--- config.mk ---
export PLATFORM = sky130hd
export DESIGN_NAME = wwr_cfg
export DESIGN_NICKNAME = d
export VERILOG_FILES = /design/src/wwr_pkg.sv /design/src/wwr_cfg.sv
export SDC_FILE = /design/constraint.sdc
export NUM_CORES = 1
export LEC_CHECK = 0
export BUFFER_PORTS_ARGS = -buffer_cell sky130_fd_sc_hd__buf_2
export CELL_PAD_IN_SITES_DETAIL_PLACEMENT = 0
export CELL_PAD_IN_SITES_GLOBAL_PLACEMENT = 1
export CORE_MARGIN = 3
export CORE_UTILIZATION = 46
export DETAILED_ROUTE_END_ITERATION = 10
export PLACE_DENSITY = 0.86
export SLEW_MARGIN = 0
export SYNTH_ARGS = -nofsm -noshare
export SYNTH_HDL_FRONTEND = slang
export SYNTH_SLANG_ARGS = --single-unit
--- constraint.sdc ---
create_clock -name clk -period 1.7 [get_ports clk]
set_input_delay 0.34 -clock clk [delete_from_list [all_inputs] [get_ports clk]]
set_output_delay 0.34 -clock clk [all_outputs]
set_load 0.01 [all_outputs]
--- src/wwr_pkg.sv ---
`timescale 1ns / 1ps
`default_nettype none
// ----------------------------------------------------------------------------
// wwr_pkg
// Shared types and constants of the weighted window retarget block.
// ----------------------------------------------------------------------------
package wwr_pkg;

	localparam int WinW = 8;
	localparam int KW = 32;
	localparam int LimbW = 64;
	localparam int TargW = 256;
	localparam int CfgIdxW = 3;
	localparam int DefMaxWindow = 128;

	localparam logic [CfgIdxW-1:0] CFG_WINDOW = 3'd0;
	localparam logic [CfgIdxW-1:0] CFG_WEIGHT = 3'd1;
	localparam logic [CfgIdxW-1:0] CFG_LIMIT0 = 3'd2;
	localparam logic [CfgIdxW-1:0] CFG_LIMIT1 = 3'd3;
	localparam logic [CfgIdxW-1:0] CFG_LIMIT2 = 3'd4;
	localparam logic [CfgIdxW-1:0] CFG_LIMIT3 = 3'd5;

	localparam logic [WinW-1:0] RST_WINDOW = 8'd45;
	localparam logic [KW-1:0] RST_WEIGHT = 32'd1;
	localparam logic [TargW-1:0] RST_LIMIT = {64'd2251799813685247, {192{1'b1}}};

	typedef struct packed {
		logic [WinW-1:0] window_size;
		logic [KW-1:0] weight_factor;
		logic [TargW-1:0] limit;
	} cfg_regs_t;

endpackage
`default_nettype wire

--- src/wwr_cfg.sv ---
`timescale 1ns / 1ps
`default_nettype none
// ----------------------------------------------------------------------------
// wwr_cfg
// Configuration register file, written through a valid request port.
// ----------------------------------------------------------------------------
module wwr_cfg import wwr_pkg::*; (
	input wire logic clk,
	input wire logic arst_n,
	input wire logic cfg_valid,
	input wire logic [CfgIdxW-1:0] cfg_index,
	input wire logic [LimbW-1:0] cfg_data,
	output cfg_regs_t regs
);

	cfg_regs_t regs_q;

	always_ff @(posedge clk or negedge arst_n) begin
		if (!arst_n) begin
			regs_q.window_size <= RST_WINDOW;
			regs_q.weight_factor <= RST_WEIGHT;
			regs_q.limit <= RST_LIMIT;
		end else if (cfg_valid) begin
			case (cfg_index)
				CFG_WINDOW: regs_q.window_size <= cfg_data[WinW-1:0];
				CFG_WEIGHT: regs_q.weight_factor <= cfg_data[KW-1:0];
				CFG_LIMIT0: regs_q.limit[63:0] <= cfg_data;
				CFG_LIMIT1: regs_q.limit[127:64] <= cfg_data;
				CFG_LIMIT2: regs_q.limit[191:128] <= cfg_data;
				CFG_LIMIT3: regs_q.limit[255:192] <= cfg_data;
				default: ;
			endcase
		end
	end

	assign regs = regs_q;

endmodule
`default_nettype wire

==> reports/results.txt, run 1 <==
The flow ran to the end, and the final reports show no timing, DRC or antenna violations. The wire length of the first global-routing pass is 44.56 mm. Setup violations remaining at the end of the flow were counted as 0.

The number of placed I/O pins is 366, and the iteration-0 DRC count of the detailed router is 294. The relative contribution of sequential cells to total power was 46.3%. The layout has 1937 filler cells. The run gives 1.26 ns as the critical path arrival.

The total of max-cap violations was 0; the number of nets in the finished design was 1109. Clock skew on the completed layout was measured at 0 ns. The final max-slew violation count is 0. The HPWL after detailed placement is 20.00 mm. The routed layout has 6934 vias. The run gives 0.54 ns as the clock latency on the worst-skew pair. Counting flops and latches in the post-synthesis netlist gives 296. The clock transition at the register clock pins on the worst setup and hold paths after CTS was 0.06 ns; the final hold violation count was 0.

The worst pin sits at a relative slew slack of 69.63%. For this design the ratio of total power to cell area is 1455 nW/um2. By startpoint and endpoint, the worst setup path is classified as flop to primary output. The kind of cell with the highest combined delay along the critical path is flip-flops.

Cells fill 60.80% of the core in the end. The reg2reg setup slack was 0.93 ns. TritonCTS built the clock tree. STA classifies the critical path endpoint as a primary output. Traced cell by cell, the critical path runs through buf_2. Summing the sequential cell areas from Yosys gives 64.43% of the chip area. The depth of the most critical reg-to-reg path is 1, and the depth of the worst hold-timing path is 2. Using the TritonRoute via totals, the vias-per-cell ratio works out to 4.981. The run gives 0 as the number of antenna violations at the first check in global routing. The tools report the CTS root buffer as clkbuf_16. The pin slew with the least headroom to its limit was 0.4549 ns. Clock sink count: 296.

The cell area that synthesis handed to floorplanning was 11980 um2. The per-instance average area after synthesis was 19.01 um2. Buffers added to address setup during post-CTS repair amount to 0. Across the VDD grid, the largest voltage drop is 0.9587 mV. Along the worst path, the maximum fanout reaches 2. The worst hold path terminates at regs[167]. Dividing the detail-routed wire length by the instance count gives 20.41 um.

For the post-detailed-routing wire length, the log shows 28.42 mm. The startpoint identified for the worst register-to-register timing path is regs[131]. For this run, the top clock speed supported by timing is 0.6234 GHz. Of the available clock period, the critical path in the final layout requires 94.35%. In this run the static leakage power is 7.125 nW.

Summed over all layers, the global routing overflow is 0. Setup repair after global routing left no endpoint under its margin. The antenna cell count is 0, and the number of buffer and inverter instances along the worst setup path is 1. The tools report the total die area as 28010 um2. The analysis attributes to net switching a power of 5.867 mW. The first detailed-routing pass took 4 iterations. The core region is 25400 um2. The detail route stage leaves a number of antenna-violating nets equal to 0.

The number of global-route vias before repair was 7565. When the netlist entered floorplanning its net count stood at 700. The run gives 1336 as the cell count after placement. The number of unique standard cell types used by synthesis is 14, and the share of final-layout standard cells stronger than drive strength 1 is 94.35%. The register with the most flip-flops in the layout has 296 of them.

After detailed routing, the number of remaining DRC violations is 0. The path class of the tightest hold or removal check is input port to flop. The worst-case clock buffer depth was 3; the share of total power consumed by net switching was 26.12%.

The tools report the worst slack on hold paths as 0.07516 ns. Logic gate share of total power: 22.6%. Once layout is done, the placed cells without fillers occupy 15440 um2.

The die is 167.4 um wide. The logs give 630 for the cell count after synthesis and 19.82% for the total track usage. The logs give 1 for the maximum level of the CTS H-tree and 1.36 ns for the required time at the worst-slack endpoint. TritonCTS created 30 clock buffers.

For the finished layout, the period the worst path requires is 1.604 ns. Vertical die dimension: 167.4 um. The Yosys step of the flow raised 0 warnings. From synthesis to final layout, the design area changed by 28.93%. The run gives 51 as the maximum number of pins on one net before global-route repair. The finished layout holds 1392 standard cells, fillers aside. Cell internal power was estimated by the tool at 16.59 mW. The slowest stage of the critical path belongs to the cell dfstp_2. The largest stage delay on the critical path was 0.57 ns. The tools report the number of standard-cell rows in the floorplan as 58. The worst register-to-register path ends at regs[131].

In this run the most critical hold path is launched from cfg_data[39]. In this run the cell area measured after placement is 14360 um2. In this run, the clock network consumes 31.2% of the power.

The tools report the sort of element at the start of the critical path as a flop. For this configuration, the core starts out at a cell density of 47.16%. The count of buffers from port buffering works out to 365. The weighted congestion reported at the end of routability-driven placement was 0.7824.
[cells in the final DEF, fill, tap and decap left out]
cell type / count
buf_2: 364
dfrtp_1: 48
nand4b_1: 2
mux2_1: 3
buf_8: 1
nor4b_4: 1
bufinv_16: 4
dlygate4sd3_1: 1
clkbuf_16: 31
dfstp_2: 248
buf_4: 29
nor4bb_4: 2
and4bb_4: 1
clkbuf_8: 10
clkbuf_1: 6
buf_12: 14
mux2_4: 120
clkinv_2: 4
mux2_2: 173
[final cells by class]
type / count / area, um2 / share of cell area, %
sequential: 296 / 7717 / 49.98
tap: 330 / 412.9 / 2.674
clock inverter: 8 / 140.1 / 0.9075
timing repair buffer: 409 / 2345 / 15.18
clock buffer: 47 / 935.9 / 6.061
multi-input combinational: 302 / 3891 / 25.20
[synth_stat cells (all sizes together)]
master | n | area, um2
nor4b | 1 | 23.77
nand4b | 2 | 17.52
and4bb | 1 | 12.51
dfrtp | 48 | 1201
buf | 32 | 396.6
nor4bb | 2 | 26.28
mux2 | 296 | 3784
dfstp | 248 | 6516
[how the worst max path moves through the flow]
stage	start	depth (start not counted)	endpoint	slack (ns)
after CTS	regs[131]	1	regs[131]	0.07
after global placement	cfg_index[1]	4	regs[281]	0.006
after floorplan	cfg_index[1]	4	regs[131]	0.32
after detailed placement	cfg_index[1]	4	regs[284]	-0.03
final	regs[131]	1	regs[131]	0.1
after global routing	regs[131]	1	regs[131]	0.04
[repair_timing]
item	CTS	global route
resized for setup	0	0
hold buffers	1	0
hold endpoints to repair	9	0
setup endpoints to repair	0	0
[power groups by stage]
stage	logic, mW	clock network [mW]	registers, mW
global route	5.41	7.49	10.6
detailed placement	5.14	0	10.4
finish	5.07	7.01	10.4
CTS	5.15	7.19	10.4
floorplan	1.90	0	11.2
global placement	5.02	0	10.4
[kinds of logic after synthesis]
| logic type | Yosys count | synth area share, % |
|---|---|---|
| buffers and inverters | 32 | 3.311 |
| DFF | 296 | 64.43 |
| muxes | 296 | 31.59 |
| and+or+nand+nor | 6 | 0.6686 |
[routing by layer]
layer | vias to the layer above | GRT usage [%] | part of all wire (%)
met5 | - | 0 | 0
met4 | 0 | 5.799 | 2.8
met3 | 49 | 6.539 | 8.9
met2 | 261 | 32.35 | 47
met1 | 3564 | 25.47 | 41
li1 | 3060 | - | -
[per-stage QoR]
step	setup slack [ns]	power (mW)	TNS (ns)
4_1_cts	0.06653	22.74	0
6_report	0.09601	22.46	0
2_1_floorplan	0.3161	13.11	0
3_3_place_gp	0.006097	15.43	0
5_1_grt	0.04212	23.51	0
3_5_place_dp	-0.03057	15.58	-0.2580
(Power assumes the default switching activity.)
==> inputs of run 2 (changes only) <==
--- a/config.mk
+++ b/config.mk
@@ -8,9 +8,9 @@
 export BUFFER_PORTS_ARGS = -buffer_cell sky130_fd_sc_hd__buf_2
 export CELL_PAD_IN_SITES_DETAIL_PLACEMENT = 0
 export CELL_PAD_IN_SITES_GLOBAL_PLACEMENT = 1
-export CORE_MARGIN = 3
 export CORE_UTILIZATION = 46
 export DETAILED_ROUTE_END_ITERATION = 10
+export HOLD_SLACK_MARGIN = 0.1
 export PLACE_DENSITY = 0.86
 export SLEW_MARGIN = 0
 export SYNTH_ARGS = -nofsm -noshare
==> run 2 against run 1 <==
Compared with the run above: non-clock buffer count rose by 52; total power decreased by 0.65%; die area fell by 4.7%; global-route usage grew 1.4 points; cell area increased by 3.6%.
==> reports/results.txt, run 2 (synthesis results as in run 1) <==
The total power after layout came out at 22.32 mW (-0.65%). The cell count after placement was 1330 (-0.45%); the core region area was 25330 um2 (-0.29%). The pin slew with the least headroom to its limit came out at 0.3793 ns (-0.07554 ns).

Worst-case clock buffer depth: 3 (unchanged). The worst setup path is launched from a flop. The cell family contributing the most delay on the critical path is flip-flops.

The logs give 0 (unchanged) for the detailed-route DRC error count and 0 (unchanged) for the count of antenna-violating nets left after detailed routing. Relative to the synthesized area, the layout overhead comes to 33.54%. The worst slack at placement was -0.002460 ns (+0.02811 ns); the critical path depth was 1 (unchanged).

The startpoint identified for the worst register-to-register timing path is regs[257]. The run finished with clean final reports. The total of max-cap violations was 0 (unchanged); the post-route worst setup slack was 0.1276 ns (+0.03159 ns). Clock transition at the register clock pins on the worst setup and hold paths after CTS: 0.06 ns (about the same). Maximum net fanout on the critical path: 2 (unchanged). The run gives 1 (unchanged) as the maximum level of the CTS H-tree. The initial standard-cell utilization of the core was 47.29% (+0.14 points).

Commonest non-fill, non-tap cell in the layout: buf_2. Library cell contributing the largest single delay on the critical path: dfstp_2. The tools report the number of endpoints failing setup at the final stage as 0 (unchanged). The leakage power of the design is 7.324 nW (+2.8%). The number of nets in the finished design is 1161 (+4.7%). For the clock sink count, the log shows 296 (unchanged).

The count of non-filler cells in the finished layout was 1445 (+3.8%). The number of antenna violations at the first check in global routing was 0 (unchanged). The final routed wire length divided by cell count was 19.69 um (-3.5%). For the first-pass detailed-route iteration total, the log shows 4 (unchanged). Setup repair after global routing left no endpoint under its margin. The vertical die dimension works out to 163.4 um (-2.4%). The required time at the worst-slack endpoint is 1.36 ns (about the same).

The tools report the number of placed I/O pins as 366 (unchanged). The depth of the worst hold-timing path came out at 2 (unchanged). The first element of the critical path was regs[2].

Antenna cell count: 0 (unchanged). Total area of multi-input combinational cells: 3891 um2 (unchanged). The worst setup path is captured at a primary output. Die width: 163.4 um (-2.4%). The worst slack on hold paths is 0.1244 ns (+0.04922 ns), and the footprint of the flip-flops and latches is 7717 um2 (unchanged). For the maximum clock frequency, the log shows 0.6360 GHz (+2.0%). The final hold violation count was 0 (unchanged); the time the worst path needs with I/O delays and setup was 1.572 ns (-0.03159 ns). The signal on the critical path passes through buf_2. The tightest min-delay check is of the input port to flop type. The total die area is 26690 um2 (-4.7%), and the vias after detailed routing is 7151 (+3.1%). Largest stage delay on the critical path: 0.52 ns (-0.05 ns). The critical register-to-register path endpoint was regs[257]. The run gives 65 (+27%) as the maximum number of pins on one net before global-route repair. For the worst-case vdd ir drop, the log shows 1.110 mV (+16%). The final max-slew violation count is 0 (unchanged). The root buffer cell chosen for the clock tree is clkbuf_16. The post-detailed-routing wire length was 28.46 mm (+0.15%); the clock buffer count from CTS was 30 (unchanged). The run gives 63.16% (+2.4 points) as the utilization after layout. The depth of the most critical reg-to-reg path was 1 (unchanged); the final clock skew was 0 ns (unchanged). The tools report the total track usage as 21.21% (+1.4 points). The logs give 0.54 ns (about the same) for the clock latency on the worst-skew pair and 0.7575 (-3.2%) for the weighted congestion reported at the end of routability-driven placement. The iteration-0 DRC count of the detailed router is 315 (+7.1%). The number of flip-flops under the largest register name is 296 (unchanged). The ratio of total power to cell area was 1395 nW/um2 (-4.1%); the total congestion overflow was 0 (unchanged). The logs give 0 (unchanged) for the number of gates given a new drive strength after cts and 58 (unchanged) for the number of standard-cell rows in the floorplan.

TritonCTS built the clock tree. The critical path arrival came out at 1.23 ns (-0.03 ns). The tools report the tightest slew margin relative to the limit as 74.71% (+5.1 points). Number of buffer and inverter instances along the worst setup path: 1 (unchanged). The library cells used most frequently in the layout, excluding fill and tap cells, are 364 x buf_2, 248 x dfstp_2, 173 x mux2_2. The count of buffers from port buffering works out to 365 (unchanged). The worst setup path is of the flop to primary output kind. The count of fill cells added during filler insertion is 1786 (-7.8%), and the share of final-layout standard cells stronger than drive strength 1 is 89.15% (-5.2 points). The wire length of the first global-routing pass was 43.88 mm (-1.5%); the half-perimeter wire length of the detailed placement result was 19.46 mm (-2.7%).

The reg2reg setup slack came out at 0.92 ns (about the same). The number of global-route vias before repair is 7700 (+1.8%), and the share of the clock period used by the worst path after layout is 92.49% (-1.9 points). The per-cell via count in the routed design works out to 4.949 (-0.65%). Termination of the worst setup path: regs[2].
==> run 2: cell count changes in the layout (fill, tap and decap cells not counted) <==
cell           previous run  this run
bufinv_16                 4         3
buf_4                    29        18
clkbuf_16                31        32
buf_12                   14        19
clkbuf_8                 10         5
clkbuf_1                  6         9
dlygate4sd3_1             1        59
clkinv_2                  4         6
clkinvlp_4                0         1
==> run 2: worst min path at each step <==
stage / from / to
after detailed placement: arst_n / regs[265]
final: cfg_data[6] / regs[134]
after floorplan: arst_n / regs[243]
after global routing: cfg_data[6] / regs[134]
after global placement: arst_n / regs[265]
after CTS: cfg_data[6] / regs[134]
==> run 2: report_power, final <==
| group | leakage, nW | switching (mW) | total, mW | internal (mW) |
|---|---|---|---|---|
| Clock | 0.507 | 2.66 | 6.76 | 4.10 |
| Sequential | 3.18 | 0.821 | 10.4 | 9.55 |
| Combinational | 3.64 | 2.41 | 5.19 | 2.78 |
| Total | 7.32 | 5.89 | 22.3 | 16.4 |
==> run 2: through the flow <==
step / cell area (um2) / setup TNS (ns)
2_1_floorplan: 11980 / 0
3_3_place_gp: 14370 / 0
3_5_place_dp: 14370 / -0.002460
4_1_cts: 15990 / 0
5_1_grt: 16000 / 0
6_report: 16000 / 0
==> run 2: layer usage <==
layer,GRT usage (%),part of all wire [%],vias up,routed length (um)
met2,35.07,48,281,13600
met4,5.650,2.2,0,624
met3,6.272,8.5,51,2412
met5,0,0,-,0
met1,27.08,42,3657,11820
li1,-,-,3162,-
==> run 2: cell type report <==
class | instances | share of cell area [%]
clock buffer | 46 | 5.648
clock inverter | 10 | 0.7979
multi-input combinational | 302 | 24.33
sequential | 296 | 48.25
tap | 330 | 2.581
timing repair buffer | 461 | 18.40
==> run 2: repair_timing <==
action / CTS / global route
hold endpoints to repair: 288 / 1
hold buffers: 58 / 1
buffers inserted: 0 / 0
endpoints found under the setup margin: 0 / 0
==> inputs of run 3 (changes only) <==
--- a/config.mk
+++ b/config.mk
@@ -6,12 +6,10 @@
 export NUM_CORES = 1
 export LEC_CHECK = 0
 export BUFFER_PORTS_ARGS = -buffer_cell sky130_fd_sc_hd__buf_2
-export CELL_PAD_IN_SITES_DETAIL_PLACEMENT = 0
-export CELL_PAD_IN_SITES_GLOBAL_PLACEMENT = 1
 export CORE_UTILIZATION = 46
 export DETAILED_ROUTE_END_ITERATION = 10
 export HOLD_SLACK_MARGIN = 0.1
-export PLACE_DENSITY = 0.86
+export PLACE_DENSITY = 0.77
 export SLEW_MARGIN = 0
 export SYNTH_ARGS = -nofsm -noshare
 export SYNTH_HDL_FRONTEND = slang
==> constraint.sdc (replaced) <==
create_clock -name clk -period 1.3 [get_ports clk]
set_input_delay 0.26 -clock clk [delete_from_list [all_inputs] [get_ports clk]]
set_output_delay 0.26 -clock clk [all_outputs]
set_load 0.01 [all_outputs]
==> run 3 against run 2 <==
Compared with the run above: the run now ends with negative setup slack left; worst setup slack worse by 0.32 ns; core utilization is 10 points higher; clock skew stayed put; clock power is 47% higher; combinational power is 97% higher; sequential power is 37% higher; total power is 54% higher; cell count is 7.5% higher; worst hold slack better by 0.085 ns; count of clock-buffer cells in the layout is 10 lower; global-route usage is 4.9 points higher; cell area is 16% higher; largest cell class unchanged.
==> reports/results.txt, run 3 (synthesis results as in run 1) <==
The run finished, with violations left. The final reports fail on negative setup slack. The share of the clock period used by the worst path after layout was 114.4%; the weighted congestion reported at the end of routability-driven placement was 0.7599 (+0.32%). The worst slack at placement is -0.2600 ns (-0.2575 ns), and the total die area is 26690 um2 (unchanged). The clock latency on the worst-skew pair was 0.55 ns (about the same). Class of the worst hold path: input port to asynchronous set/reset pin. The ratio of total power to cell area is 1850 nW/um2 (+33%). The final non-filler cell area is 18580 um2 (+16%), and the clock sink count is 296 (unchanged). The share of final-layout standard cells stronger than drive strength 1 is 90.36% (+1.2 points).

The total congestion overflow was 0 (unchanged). The die width was 163.4 um (unchanged). The required time at the worst-slack endpoint was 1.04 ns (-0.32 ns); the utilization after layout was 73.37% (+10 points).

The total of max-cap violations was 0 (unchanged); the maximum clock frequency was 0.6723 GHz. The commonest non-fill, non-tap cell in the layout was buf_6. The number of buffer and inverter instances along the worst setup path was 1 (unchanged); the worst slack on hold paths was 0.2093 ns (+0.08491 ns). The logs give 25330 um2 (unchanged) for the core region area and 0 (unchanged) for the count of antenna-violating nets left after detailed routing. The number of standard-cell rows in the floorplan is 58 (unchanged), and the total power after layout is 34.38 mW (+54%). The vias after detailed routing came out at 7873 (+10%).

The worst-case clock buffer depth is 3 (unchanged), and the clock buffer count from CTS is 31 (+3.3%). The tools report the sort of element at the start of the critical path as a flop. The logs give 300 (-4.8%) for the iteration-0 DRC count of the detailed router and 0 (unchanged) for the detailed-route DRC error count. The tools report the post-route worst setup slack as -0.1875 ns (-0.3151 ns). The number of global-route vias before repair is 8899 (+16%).

The tree is rooted in a clkbuf_16. The tools report the post-detailed-routing wire length as 35.79 mm (+26%). Count of fill cells added during filler insertion: 1352 (-24%). The final routed wire length divided by cell count is 23.03 um (+17%), and the antenna cell count is 0 (unchanged). For the tightest slew margin relative to the limit, the log shows 77.28% (+2.6 points). Maximum net fanout on the critical path: 2 (unchanged).

The wire length of the first global-routing pass is 52.87 mm (+20%). The run gives 366 (unchanged) as the number of placed I/O pins. The per-cell via count in the routed design came out at 5.066 (+2.4%). Element type at the critical path end: a primary output. The tools report the placement-stage cell area as 14370 um2 (unchanged). The vertical die dimension is 163.4 um (unchanged). The first-pass detailed-route iteration total was 4 (unchanged); the cell count after placement was 1335 (+0.38%).

The tools report the number of antenna violations at the first check in global routing as 0 (unchanged). The run gives 1554 (+7.5%) as the count of non-filler cells in the finished layout. The worst-case vdd ir drop came out at 1.665 mV (+50%).

The critical setup path kind was flop to primary output. The leakage power of the design was 8.403 nW (+15%); the number of flip-flops under the largest register name was 296 (unchanged). Setup repair after global routing could not meet its margin everywhere. The initial standard-cell utilization of the core is 47.29% (unchanged). The run gives -40.23 ns (-40.23 ns) as the setup TNS. Leaving out fill and tap cells, the most frequent cells in the layout are 268 x buf_6, 248 x dfstp_2, 173 x mux2_2.

The final max-slew violation count was 0 (unchanged). The count of buffers from port buffering was 365 (unchanged). The number of endpoints failing setup at the final stage came out at 296 (+296). The final clock skew is 0 ns (unchanged).

The maximum number of pins on one net before global-route repair is 56 (-14%), and the time the worst path needs with I/O delays and setup is 1.488 ns. For the number of nets in the finished design, the log shows 1270 (+9.4%). The logs give 1.23 ns (about the same) for the critical path arrival and 1 (unchanged) for the maximum level of the CTS H-tree.

TritonCTS built the clock tree. Walking the worst path, the cells encountered are buf_6. Compared with the post-synthesis result, the final layout area differs by 55.13%. The half-perimeter wire length of the detailed placement result is 19.37 mm (-0.46%). The largest stage delay on the critical path was 0.57 ns (+0.05 ns). The total track usage came out at 26.16% (+4.9 points). The pin slew with the least headroom to its limit was 0.3409 ns (-0.03846 ns); the final hold violation count was 0 (unchanged).

The library cell contributing the largest single delay on the critical path was dfstp_2. The largest delay contributor family on the critical path is flip-flops. The clock transition at the register clock pins on the worst setup and hold paths after CTS was 0.07 ns (about the same).
## run 3: cell count changes in the layout (fill, tap and decap cells not counted)
cell,change
buf_12,-3
buf_2,-268
buf_4,+105
buf_6,+268
bufinv_16,+4
clkbuf_1,-9
clkbuf_8,-1
clkinv_2,+2
clkinvlp_4,+4
dlygate4sd3_1,+6
inv_6,+1
## run 3: worst register-to-register path: stages, from the launching register on
cell	delay, ns
dfrtp_1	0.40
buf_4	0.14
buf_4	0.12
mux2_1	0.28
## run 3: worst paths after layout
path / startpoint / end / slack (ns) / depth (start not counted)
worst min-delay path: arst_n / regs[292] / 0.21 / 2
max in group asynchronous: arst_n / regs[211] / 0.41 / 3
worst max-delay path: regs[3] / regs[3] / -0.19 / 1
worst max register to register: regs[257] / regs[257] / 0.24 / 3
worst min register to register: regs[255] / regs[255] / 0.51 / 1
min in group clk: cfg_index[0] / regs[142] / 0.35 / 4
## run 3: per-layer routing
layer  global-route usage, %  vias up  routed length, um
met3                   6.323       83               2345
met5                       0        -                  0
met2                   47.28      344              19060
met4                   9.643        0               1376
met1                   29.72     4082              13010
li1                        -     3364                  -
## run 3: where the power goes
group	total, mW	switching, mW	internal, mW
clock	9.95	3.86	6.10
sequential	14.2	1.66	12.5
combinational	10.2	3.69	6.53
total	34.4	9.21	25.2
## run 3: repair_timing
action | CTS | global route
buffers inserted | 49 | 48
endpoints found under the setup margin | 296 | 296
hold endpoints to repair | 382 | 0
hold buffers | 65 | 0
resized for setup | 298 | 7
## run 3: final cells by class
cell class | instances | area [um2] | area share (%)
Sequential cell | 296 | 7717 | 41.53
Timing Repair Buffer | 569 | 5408 | 29.10
Multi-Input combinational cell | 302 | 3891 | 20.94
Clock buffer | 36 | 855.8 | 4.606
Tap cell | 330 | 412.9 | 2.222
Clock inverter | 21 | 296.5 | 1.596
